--- src/design/pixel_color_effect_macros.svh ---
// ----------------------------------------------------------------------------
// pixel_color_effect assertion macros
// Concurrent assertion wrappers for the pixel color effect block; they compile
// to nothing when SYNTHESIS is defined.
// ----------------------------------------------------------------------------
`ifndef PIXEL_COLOR_EFFECT_MACROS_SVH
`define PIXEL_COLOR_EFFECT_MACROS_SVH

`ifndef SYNTHESIS
// checked outside reset
`define PCE_ASSERT(lbl, prop, msg) \
   lbl: assert property (@(posedge clock) disable iff (reset) prop) else $error(msg);
// checked during reset as well
`define PCE_ASSERT_RST(lbl, prop, msg) \
   lbl: assert property (@(posedge clock) prop) else $error(msg);
`else
`define PCE_ASSERT(lbl, prop, msg)
`define PCE_ASSERT_RST(lbl, prop, msg)
`endif

`endif

--- src/design/pce_pkg.sv ---
// ----------------------------------------------------------------------------
// pce_pkg
// Types, register map and effect constants shared by the pixel color effect
// block.
// ----------------------------------------------------------------------------
package pce_pkg;

   localparam int CHAN_W     = 8;
   localparam int DELTA_W    = 9;
   localparam int MODE_W     = 3;
   localparam int CSR_DATA_W = 32;
   localparam int CSR_ADDR_W = 3;

   localparam logic [CHAN_W-1:0] CHANNEL_MAX = 8'd255;

   // floor(x/3) for x <= 765 as (x * 683) >> 11
   localparam int MEAN_SUM_W  = 10;
   localparam int MEAN_PROD_W = 19;
   localparam logic [MEAN_PROD_W-1:0] MEAN_RECIP = 19'd683;
   localparam int MEAN_SHIFT  = 11;

   // sepia weights, unsigned Q16, rounded to nearest
   localparam int SEPIA_ACC_W = 25;
   localparam logic [15:0] SEPIA_Q16 [3][3] = '{
      '{16'd25756, 16'd50397, 16'd12386},
      '{16'd22872, 16'd44958, 16'd11010},
      '{16'd17826, 16'd34996, 16'd8585 }
   };

   typedef enum logic [MODE_W-1:0] {
      MODE_GRAY       = 3'd0,
      MODE_SEPIA      = 3'd1,
      MODE_RED_MASK   = 3'd2,
      MODE_INVERT     = 3'd3,
      MODE_BRIGHTNESS = 3'd4,
      MODE_WARM       = 3'd5,
      MODE_COOL       = 3'd6
   } effect_mode_type;

   // register index = paddr[2]
   localparam logic REG_EFFECT_MODE   = 1'b0;
   localparam logic REG_CHANNEL_DELTA = 1'b1;

   typedef struct packed {
      logic [CHAN_W-1:0] red;
      logic [CHAN_W-1:0] green;
      logic [CHAN_W-1:0] blue;
      logic [CHAN_W-1:0] alpha;
   } pixel_type;

   typedef struct packed {
      logic [MODE_W-1:0]         mode;
      logic signed [DELTA_W-1:0] delta;
   } effect_cfg_type;

endpackage

--- src/design/pce_ifs.sv ---
// ----------------------------------------------------------------------------
// pce_req_if / pce_rsp_if
// Valid/ready pixel channels: input pixels and effect results.
// ----------------------------------------------------------------------------
interface pce_req_if;
   logic       valid;
   logic       ready;
   logic [7:0] red_in;
   logic [7:0] green_in;
   logic [7:0] blue_in;
   logic [7:0] alpha_in;

   modport source (output valid, red_in, green_in, blue_in, alpha_in, input ready);
   modport sink   (input valid, red_in, green_in, blue_in, alpha_in, output ready);
endinterface

interface pce_rsp_if;
   logic       valid;
   logic       ready;
   logic [7:0] red_out;
   logic [7:0] green_out;
   logic [7:0] blue_out;
   logic [7:0] alpha_out;

   modport source (output valid, red_out, green_out, blue_out, alpha_out, input ready);
   modport sink   (input valid, red_out, green_out, blue_out, alpha_out, output ready);
endinterface

--- src/design/pce_effect_unit.sv ---
// ----------------------------------------------------------------------------
// pce_effect_unit
// Single-pass color effect datapath: gray, sepia, red mask, invert and the
// saturating delta effects. Alpha passes through.
// ----------------------------------------------------------------------------
module pce_effect_unit (
   input  pce_pkg::pixel_type      pix_in,
   input  pce_pkg::effect_cfg_type cfg,
   output pce_pkg::pixel_type      pix_out
);
   import pce_pkg::*;

   function automatic logic [CHAN_W-1:0] sat_add(input logic [CHAN_W-1:0] ch,
                                                 input logic signed [DELTA_W-1:0] d);
      logic signed [DELTA_W+1:0] v;
      v = $signed({3'b000, ch}) + $signed({{2{d[DELTA_W-1]}}, d});
      if (v[DELTA_W+1]) begin
         return '0;
      end else if (v[DELTA_W:CHAN_W] != '0) begin
         return CHANNEL_MAX;
      end
      return v[CHAN_W-1:0];
   endfunction

   function automatic logic [CHAN_W-1:0] sepia_row(input logic [1:0] row,
                                                   input logic [CHAN_W-1:0] r,
                                                   input logic [CHAN_W-1:0] g,
                                                   input logic [CHAN_W-1:0] b);
      logic [SEPIA_ACC_W-1:0] acc;
      acc = SEPIA_ACC_W'(SEPIA_Q16[row][0]) * SEPIA_ACC_W'(r)
          + SEPIA_ACC_W'(SEPIA_Q16[row][1]) * SEPIA_ACC_W'(g)
          + SEPIA_ACC_W'(SEPIA_Q16[row][2]) * SEPIA_ACC_W'(b);
      if (acc[SEPIA_ACC_W-1:16+CHAN_W] != '0) begin
         return CHANNEL_MAX;
      end
      return acc[16+CHAN_W-1:16];
   endfunction

   logic [MEAN_SUM_W-1:0]  sum;
   logic [MEAN_PROD_W-1:0] mean_prod;
   logic [CHAN_W-1:0]      mean;

   assign sum       = MEAN_SUM_W'(pix_in.red) + MEAN_SUM_W'(pix_in.green)
                    + MEAN_SUM_W'(pix_in.blue);
   assign mean_prod = MEAN_PROD_W'(sum) * MEAN_RECIP;
   assign mean      = CHAN_W'(mean_prod >> MEAN_SHIFT);

   always_comb begin
      pix_out = pix_in;
      unique case (cfg.mode)
         MODE_GRAY: begin
            pix_out.red   = mean;
            pix_out.green = mean;
            pix_out.blue  = mean;
         end
         MODE_SEPIA: begin
            pix_out.red   = sepia_row(2'd0, pix_in.red, pix_in.green, pix_in.blue);
            pix_out.green = sepia_row(2'd1, pix_in.red, pix_in.green, pix_in.blue);
            pix_out.blue  = sepia_row(2'd2, pix_in.red, pix_in.green, pix_in.blue);
         end
         MODE_RED_MASK: begin
            pix_out.red   = mean;
            pix_out.green = '0;
            pix_out.blue  = '0;
         end
         MODE_INVERT: begin
            pix_out.red   = CHANNEL_MAX - pix_in.red;
            pix_out.green = CHANNEL_MAX - pix_in.green;
            pix_out.blue  = CHANNEL_MAX - pix_in.blue;
         end
         MODE_BRIGHTNESS: begin
            pix_out.red   = sat_add(pix_in.red, cfg.delta);
            pix_out.green = sat_add(pix_in.green, cfg.delta);
            pix_out.blue  = sat_add(pix_in.blue, cfg.delta);
         end
         MODE_WARM: begin
            pix_out.red   = sat_add(pix_in.red, cfg.delta);
            pix_out.green = sat_add(pix_in.green, cfg.delta);
         end
         MODE_COOL: begin
            pix_out.blue  = sat_add(pix_in.blue, cfg.delta);
         end
         default: begin
            // unused mode code: pixel passes unchanged
            pix_out = pix_in;
         end
      endcase
   end

endmodule

--- src/design/pixel_color_effect.sv ---
// ----------------------------------------------------------------------------
// pixel_color_effect
// RGBA per-pixel color effect with an APB-style register port.
// ----------------------------------------------------------------------------
// Usage:
//   req_bus carries one RGBA pixel per beat, rsp_bus returns one effected
//   pixel per beat, in order. The csr_ port holds effect_mode (byte address 0)
//   and channel_delta (byte address 4); write them only while the block is
//   empty. Alpha is passed through untouched.
// Throughput: one pixel per cycle while rsp_bus is not stalled. Each pixel passes
//   once through the effect datapath (the sepia multiply-add tree is the
//   longest path) between an input register and the result register.
// Stalls: when rsp_bus.ready is low the result holds; the input register
//   still takes one more pixel, then req_bus.ready drops until the result
//   beat is taken.
// Reset: synchronous, active high; empties both stages and sets effect_mode
//   to gray and channel_delta to zero.
// ----------------------------------------------------------------------------
`include "pixel_color_effect_macros.svh"

module pixel_color_effect (
   input  logic                             clock,
   input  logic                             reset,
   pce_req_if.sink                          req_bus,
   pce_rsp_if.source                        rsp_bus,
   input  logic                             csr_psel,
   input  logic                             csr_penable,
   input  logic                             csr_pwrite,
   input  logic [pce_pkg::CSR_ADDR_W-1:0]   csr_paddr,
   input  logic [pce_pkg::CSR_DATA_W-1:0]   csr_pwdata,
   output logic [pce_pkg::CSR_DATA_W-1:0]   csr_prdata,
   output logic                             csr_pready
);
   import pce_pkg::*;

   logic [MODE_W-1:0]      mode_reg_ff, mode_reg_in;
   logic [DELTA_W-1:0]     delta_ff, delta_in;
   logic                   csr_wr;
   effect_cfg_type         cfg;

   logic                   s0_valid_ff, s0_valid_in;
   pixel_type              s0_pix_ff, s0_pix_in;
   logic                   rsp_valid_ff, rsp_valid_in;
   pixel_type              rsp_pix_ff, rsp_pix_in;
   pixel_type              fx_pix;
   logic                   rsp_free, s0_adv, req_acc;

   // ---------------- register port ----------------
   assign csr_pready = 1'b1;
   assign csr_wr     = csr_psel && csr_penable && csr_pwrite && csr_pready;

   always_comb begin
      mode_reg_in = mode_reg_ff;
      delta_in    = delta_ff;
      if (csr_wr) begin
         if (csr_paddr[2] == REG_EFFECT_MODE) begin
            mode_reg_in = csr_pwdata[MODE_W-1:0];
         end else begin
            delta_in = csr_pwdata[DELTA_W-1:0];
         end
      end
   end

   always_comb begin
      if (csr_paddr[2] == REG_CHANNEL_DELTA) begin
         csr_prdata = CSR_DATA_W'(delta_ff);
      end else begin
         csr_prdata = CSR_DATA_W'(mode_reg_ff);
      end
   end

   always_ff @(posedge clock) begin
      if (reset) begin
         mode_reg_ff <= '0;
         delta_ff    <= '0;
      end else begin
         mode_reg_ff <= mode_reg_in;
         delta_ff    <= delta_in;
      end
   end

   assign cfg.mode  = mode_reg_ff;
   assign cfg.delta = $signed(delta_ff);

   // ---------------- pipeline control ----------------
   assign rsp_free      = !rsp_valid_ff || rsp_bus.ready;
   assign s0_adv        = s0_valid_ff && rsp_free;
   assign req_bus.ready = !s0_valid_ff || rsp_free;
   assign req_acc       = req_bus.valid && req_bus.ready;

   always_comb begin
      s0_pix_in   = s0_pix_ff;
      s0_valid_in = s0_valid_ff;
      if (req_acc) begin
         s0_valid_in     = 1'b1;
         s0_pix_in.red   = req_bus.red_in;
         s0_pix_in.green = req_bus.green_in;
         s0_pix_in.blue  = req_bus.blue_in;
         s0_pix_in.alpha = req_bus.alpha_in;
      end else if (s0_adv) begin
         s0_valid_in = 1'b0;
      end
   end

   pce_effect_unit u_effect (
      .pix_in  (s0_pix_ff),
      .cfg     (cfg),
      .pix_out (fx_pix)
   );

   always_comb begin
      rsp_pix_in   = rsp_pix_ff;
      rsp_valid_in = rsp_valid_ff;
      if (s0_adv) begin
         rsp_valid_in = 1'b1;
         rsp_pix_in   = fx_pix;
      end else if (rsp_bus.ready) begin
         rsp_valid_in = 1'b0;
      end
   end

   always_ff @(posedge clock) begin
      if (reset) begin
         s0_valid_ff  <= 1'b0;
         rsp_valid_ff <= 1'b0;
      end else begin
         s0_valid_ff  <= s0_valid_in;
         rsp_valid_ff <= rsp_valid_in;
      end
   end

   always_ff @(posedge clock) begin
      s0_pix_ff  <= s0_pix_in;
      rsp_pix_ff <= rsp_pix_in;
   end

   assign rsp_bus.valid     = rsp_valid_ff;
   assign rsp_bus.red_out   = rsp_pix_ff.red;
   assign rsp_bus.green_out = rsp_pix_ff.green;
   assign rsp_bus.blue_out  = rsp_pix_ff.blue;
   assign rsp_bus.alpha_out = rsp_pix_ff.alpha;

   // ---------------- assertions ----------------
   `PCE_ASSERT(a_s0_holds, (s0_valid_ff && !rsp_free) |=> (s0_valid_ff && $stable(s0_pix_ff)), "input stage lost or changed a stalled pixel")
   `PCE_ASSERT(a_acc_fills, req_acc |=> s0_valid_ff, "accepted beat not captured")
   `PCE_ASSERT(a_alpha_pass, s0_adv |=> (rsp_pix_ff.alpha == $past(s0_pix_ff.alpha)), "alpha changed in effect stage")
   `PCE_ASSERT_RST(a_reset_empty, reset |=> (!s0_valid_ff && !rsp_valid_ff), "pipeline not empty after reset")

endmodule

--- src/flat_wrapper.sv ---
// flat-port wrapper written by rule: the top's interface ports become plain ports
module pixel_color_effect_flat import pce_pkg::*;
  (clock, reset, csr_psel, csr_penable, csr_pwrite, csr_paddr, csr_pwdata, csr_prdata, csr_pready, req_bus_valid, req_bus_red_in, req_bus_green_in, req_bus_blue_in, req_bus_alpha_in, req_bus_ready, rsp_bus_valid, rsp_bus_red_out, rsp_bus_green_out, rsp_bus_blue_out, rsp_bus_alpha_out, rsp_bus_ready);
  pce_req_if req_bus_i ();
  pce_rsp_if rsp_bus_i ();
  input  logic clock;
  input  logic reset;
  input  logic csr_psel;
  input  logic csr_penable;
  input  logic csr_pwrite;
  input  logic [pce_pkg::CSR_ADDR_W-1:0] csr_paddr;
  input  logic [pce_pkg::CSR_DATA_W-1:0] csr_pwdata;
  output logic [pce_pkg::CSR_DATA_W-1:0] csr_prdata;
  output logic csr_pready;
  input wire logic [$bits(req_bus_i.valid)-1:0] req_bus_valid;
  input wire logic [$bits(req_bus_i.red_in)-1:0] req_bus_red_in;
  input wire logic [$bits(req_bus_i.green_in)-1:0] req_bus_green_in;
  input wire logic [$bits(req_bus_i.blue_in)-1:0] req_bus_blue_in;
  input wire logic [$bits(req_bus_i.alpha_in)-1:0] req_bus_alpha_in;
  output wire logic [$bits(req_bus_i.ready)-1:0] req_bus_ready;
  output wire logic [$bits(rsp_bus_i.valid)-1:0] rsp_bus_valid;
  output wire logic [$bits(rsp_bus_i.red_out)-1:0] rsp_bus_red_out;
  output wire logic [$bits(rsp_bus_i.green_out)-1:0] rsp_bus_green_out;
  output wire logic [$bits(rsp_bus_i.blue_out)-1:0] rsp_bus_blue_out;
  output wire logic [$bits(rsp_bus_i.alpha_out)-1:0] rsp_bus_alpha_out;
  input wire logic [$bits(rsp_bus_i.ready)-1:0] rsp_bus_ready;
  assign req_bus_i.valid = req_bus_valid;
  assign req_bus_i.red_in = req_bus_red_in;
  assign req_bus_i.green_in = req_bus_green_in;
  assign req_bus_i.blue_in = req_bus_blue_in;
  assign req_bus_i.alpha_in = req_bus_alpha_in;
  assign req_bus_ready = req_bus_i.ready;
  assign rsp_bus_valid = rsp_bus_i.valid;
  assign rsp_bus_red_out = rsp_bus_i.red_out;
  assign rsp_bus_green_out = rsp_bus_i.green_out;
  assign rsp_bus_blue_out = rsp_bus_i.blue_out;
  assign rsp_bus_alpha_out = rsp_bus_i.alpha_out;
  assign rsp_bus_i.ready = rsp_bus_ready;
  pixel_color_effect u_core (.clock(clock), .reset(reset), .req_bus(req_bus_i), .rsp_bus(rsp_bus_i), .csr_psel(csr_psel), .csr_penable(csr_penable), .csr_pwrite(csr_pwrite), .csr_paddr(csr_paddr), .csr_pwdata(csr_pwdata), .csr_prdata(csr_prdata), .csr_pready(csr_pready));
endmodule
--- config.mk ---
export PLATFORM = sky130hd
export DESIGN_NAME = pixel_color_effect_flat
export DESIGN_NICKNAME = d
export VERILOG_FILES = /design/src/design/pce_pkg.sv /design/src/design/pce_ifs.sv /design/src/design/pce_effect_unit.sv /design/src/design/pixel_color_effect.sv /design/src/flat_wrapper.sv
export VERILOG_INCLUDE_DIRS = /design/src /design/src/design
export SDC_FILE = /design/constraint.sdc
export NUM_CORES = 1
export LEC_CHECK = 0
export BUFFER_PORTS_ARGS = -buffer_cell sky130_fd_sc_hd__buf_2
export CAP_MARGIN = 5
export CORE_MARGIN = 1
export CORE_UTILIZATION = 45
export CTS_CLUSTER_SIZE = 24
export DETAILED_ROUTE_END_ITERATION = 8
export HOLD_SLACK_MARGIN = 0.15
export SLEW_MARGIN = 40
export SYNTH_ARGS = -nofsm -noshare
export SYNTH_HDL_FRONTEND = slang
export SYNTH_HIERARCHICAL = 1
export SYNTH_SLANG_ARGS = --single-unit
--- constraint.sdc ---
create_clock -name clock -period 7.6 [get_ports clock]
set_input_delay 0.76 -clock clock [delete_from_list [all_inputs] [get_ports clock]]
set_output_delay 0.76 -clock clock [all_outputs]
set_load 0.02 [all_outputs]
==> results.cfg <==
[min_path]
hp-start = u_core/s0_pix_ff[1]$_DFFE_PP_
hold_end = u_core/rsp_bus.alpha_out[1]$_DFFE_PP_
hold_path.class = flip-flop to flip-flop
hold_path_depth = 0

[worst_setup_path]
crit_slowest_cell = fa_1
r2r_slack_ns = -0.26
r2r_cells = 31
required_ns = 7.69
reg2reg_from = u_core/s0_pix_ff[31]$_DFFE_PP_
reg2reg_to = u_core/rsp_bus.red_out[5]$_DFFE_PP_
cpPeakStageDelay_ns = 0.59
cp_max_fo = 7
start_kind = flip-flop
worstPathArrival_ns = 7.95
critPathKind = flip-flop to flip-flop
worstSetupEndpointType = flip-flop

[global_routing]
antenna_found_initial = 5
grtUsageTotal_pct = 27.8
grt_pass1_wl_mm = 105
grt-ovfl-total = 0
grt_pass1_vias = 18500
grt_max_degree = 33

[placed_design]
dpl.hpwl_mm = 60.6
place_congestion = 1.01
io_buffer_count = 91
placed_area_mm2 = 0.0253

[synthesis]
netlist_instances = 2391
yosysTopAreaCell = ha_1
ys_ff_latch = 78
yosys_warnings = 6
yosysUniqueCellTypes = 70
synth_flop_cell = edfxtp_1
synthDominantCellAreaShare_pct = 30.1
synth_edf_count = 64
ys_seq_area_share_pct = 9.73
synth_area_mm2 = 0.0226
yosys-top-cells-area = ha_1 30%, fa_1 24%, edfxtp_1 8.5%
avgSynthCellArea_um2 = 9.47
async_reset_ff_share_pct = 0

[sta]
maxSlewViolCount = 0
fin_ws_ns = -0.256
maxSlewHeadroom_pct = 40.9
worst_slew_pin_slew_ns = 0.886
fmax_ghz = 0.127
skew_ns = 0.00958
period_needed_ns = 7.86
timing.hold.ws_ns = 0.422
min_period_over_period_pct = 103
rsz0062_at_grt = yes
finalSetupViolCount = 8
hold_violations = 0

[die]
die_h_um = 226
io_pins = 141
core_area_mm2 = 0.0493
die_w_um = 226
initial_core_util_pct = 45.9
rows = 81
die_area_mm2 = 0.0512

[clock_network]
cts_tree = built
cts-root-buf = clkbuf_16
cts-buffers-inserted = 9
clock_path_buffers = 2
clkSinkCount = 78
h-tree-depth = 3
holdBufCountCts = 0
clkLatencyLatePin_ns = 0.35
path_clk_slew_ns = 0.07

[cells_and_area]
design_area_mm2 = 0.0263
drive_gt1_share_pct = 16.8
num-nets-final = 3568
final_cell_mix = 518 x ha_1, 494 x inv_1, 268 x fa_1, 194 x buf_4, 109 x a21oi_1
final_common_cell = ha_1
area_growth_pct = 16.3

[run_status]
violations = negative setup slack
status = finished, violations left

[drt]
topRoutingLayerUsed = met5
detail-route-antenna-nets = 0
post_drt_wl_per_cell_um = 20.9
wl_met2_mm = 32.0
dr_wl_met3_mm = 5.18
first_pass_iters = 7
drc = 0
via_count = 18100
met1_length_mm = 30.0
drt_wl_total_mm = 69.9
via_per_inst = 5.40
drtIter0Drc = 1116

[job]
maxCapViolCount = 0
## worst max-delay path, delay by kind of cell (launching register included)
| family | cells | cell delay, ns |
|---|---|---|
| adder cells (fa/ha/maj) | 11 | 4.57 |
| XOR/XNOR | 2 | 0.36 |
| flip-flops | 1 | 0.43 |
| buffers and inverters | 8 | 0.43 |
| AO/OA/AOI/OAI | 10 | 1.78 |
## logic make-up after synthesis
logic type,Yosys count,share of synthesized area (%)
adder cells (fa/ha/maj),816,54.1
AND/OR/NAND/NOR,341,7.49
AO/OA/AOI/OAI,451,12.9
flip-flops,78,9.73
other,2,0.0332
buffers and inverters,553,9.79
multiplexers,17,0.774
XOR/XNOR,133,5.15
## metrics by stage
step                      worst slack [ns]  cells  setup TNS (ns)  util (%)
after floorplan                     -0.146   2413          -0.994         -
after global placement              -0.502   3311           -3.74      51.3
after detailed placement            -0.568   3311           -4.81      51.3
after CTS                           -0.141   3335          -0.921      52.4
after global routing                -0.490   3347           -4.15      53.4
final                               -0.256   3348           -1.78      53.4
## final cells by class
type                       instances  area, um^2
antenna                            1        2.50
clock buffer                       9         225
clock inverter                     7        68.8
fill                            4517       22900
inverter                         506        1900
multi-input combinational       1782       19000
sequential                        78        2200
tap                              664         831
timing repair buffer             301        2130
## routing by layer
layer | global-route usage [%] | up-vias
li1 | - | 8621
met2 | 45.1 | 515
met3 | 7.17 | 118
met1 | 35.9 | 8803
met4 | 9.35 | 6
met5 | 0 | -
## synthesized netlist by cell type, types with 6 or more instances
cell,instances
dfxtp_1,14
edfxtp_1,64
a21boi_0,6
or2_2,8
a211oi_1,24
nand4_1,6
a31oi_1,15
or3_1,11
clkbuf_1,12
nand3_1,22
o211a_1,7
buf_4,33
and2_1,11
a21oi_1,127
nand2b_1,42
a211o_1,9
o21ai_0,100
nor2_1,94
xor2_1,53
o21ai_1,8
o21a_1,26
xnor2_1,80
a21o_1,33
fa_1,272
ha_1,544
nor2b_1,11
and3_1,10
inv_1,506
mux2i_1,13
nand2_1,70
o211ai_1,12
o21bai_1,18
nand3b_1,6
nor3_1,33
## sequential cells by signal, indices dropped and copies added, names as in the netlist
name	flops
u_core/delta_ff	9
u_core/mode_reg_ff	3
u_core/rsp_bus.alpha_out	8
u_core/rsp_bus.blue_out	8
u_core/rsp_bus.green_out	8
u_core/rsp_bus.red_out	8
u_core/rsp_bus.valid	1
u_core/s0_pix_ff	32
u_core/s0_valid_ff	1
## worst max-delay path by stage
stage,start,end,slack (ns)
2_1_floorplan,u_core/s0_pix_ff[30]$_DFFE_PP_,u_core/rsp_bus.red_out[5]$_DFFE_PP_,-0.15
3_3_place_gp,u_core/s0_pix_ff[30]$_DFFE_PP_,u_core/rsp_bus.red_out[7]$_DFFE_PP_,-0.50
3_5_place_dp,u_core/s0_pix_ff[27]$_DFFE_PP_,u_core/rsp_bus.red_out[7]$_DFFE_PP_,-0.57
4_1_cts,u_core/s0_pix_ff[29]$_DFFE_PP_,u_core/rsp_bus.red_out[5]$_DFFE_PP_,-0.14
5_1_grt,u_core/s0_pix_ff[31]$_DFFE_PP_,u_core/rsp_bus.red_out[5]$_DFFE_PP_,-0.49
6_report,u_core/s0_pix_ff[31]$_DFFE_PP_,u_core/rsp_bus.red_out[5]$_DFFE_PP_,-0.26
## repair_timing
action / CTS / global route
endpoints found under the setup margin: 18 / 24
gates resized for setup: 43 / 90
pin swaps: 47 / 66
buffers inserted: 8 / 12
Power is left out: the tool's default activity adds up to more than one toggle a clock period on the data nets, which glitch-free logic cannot reach.
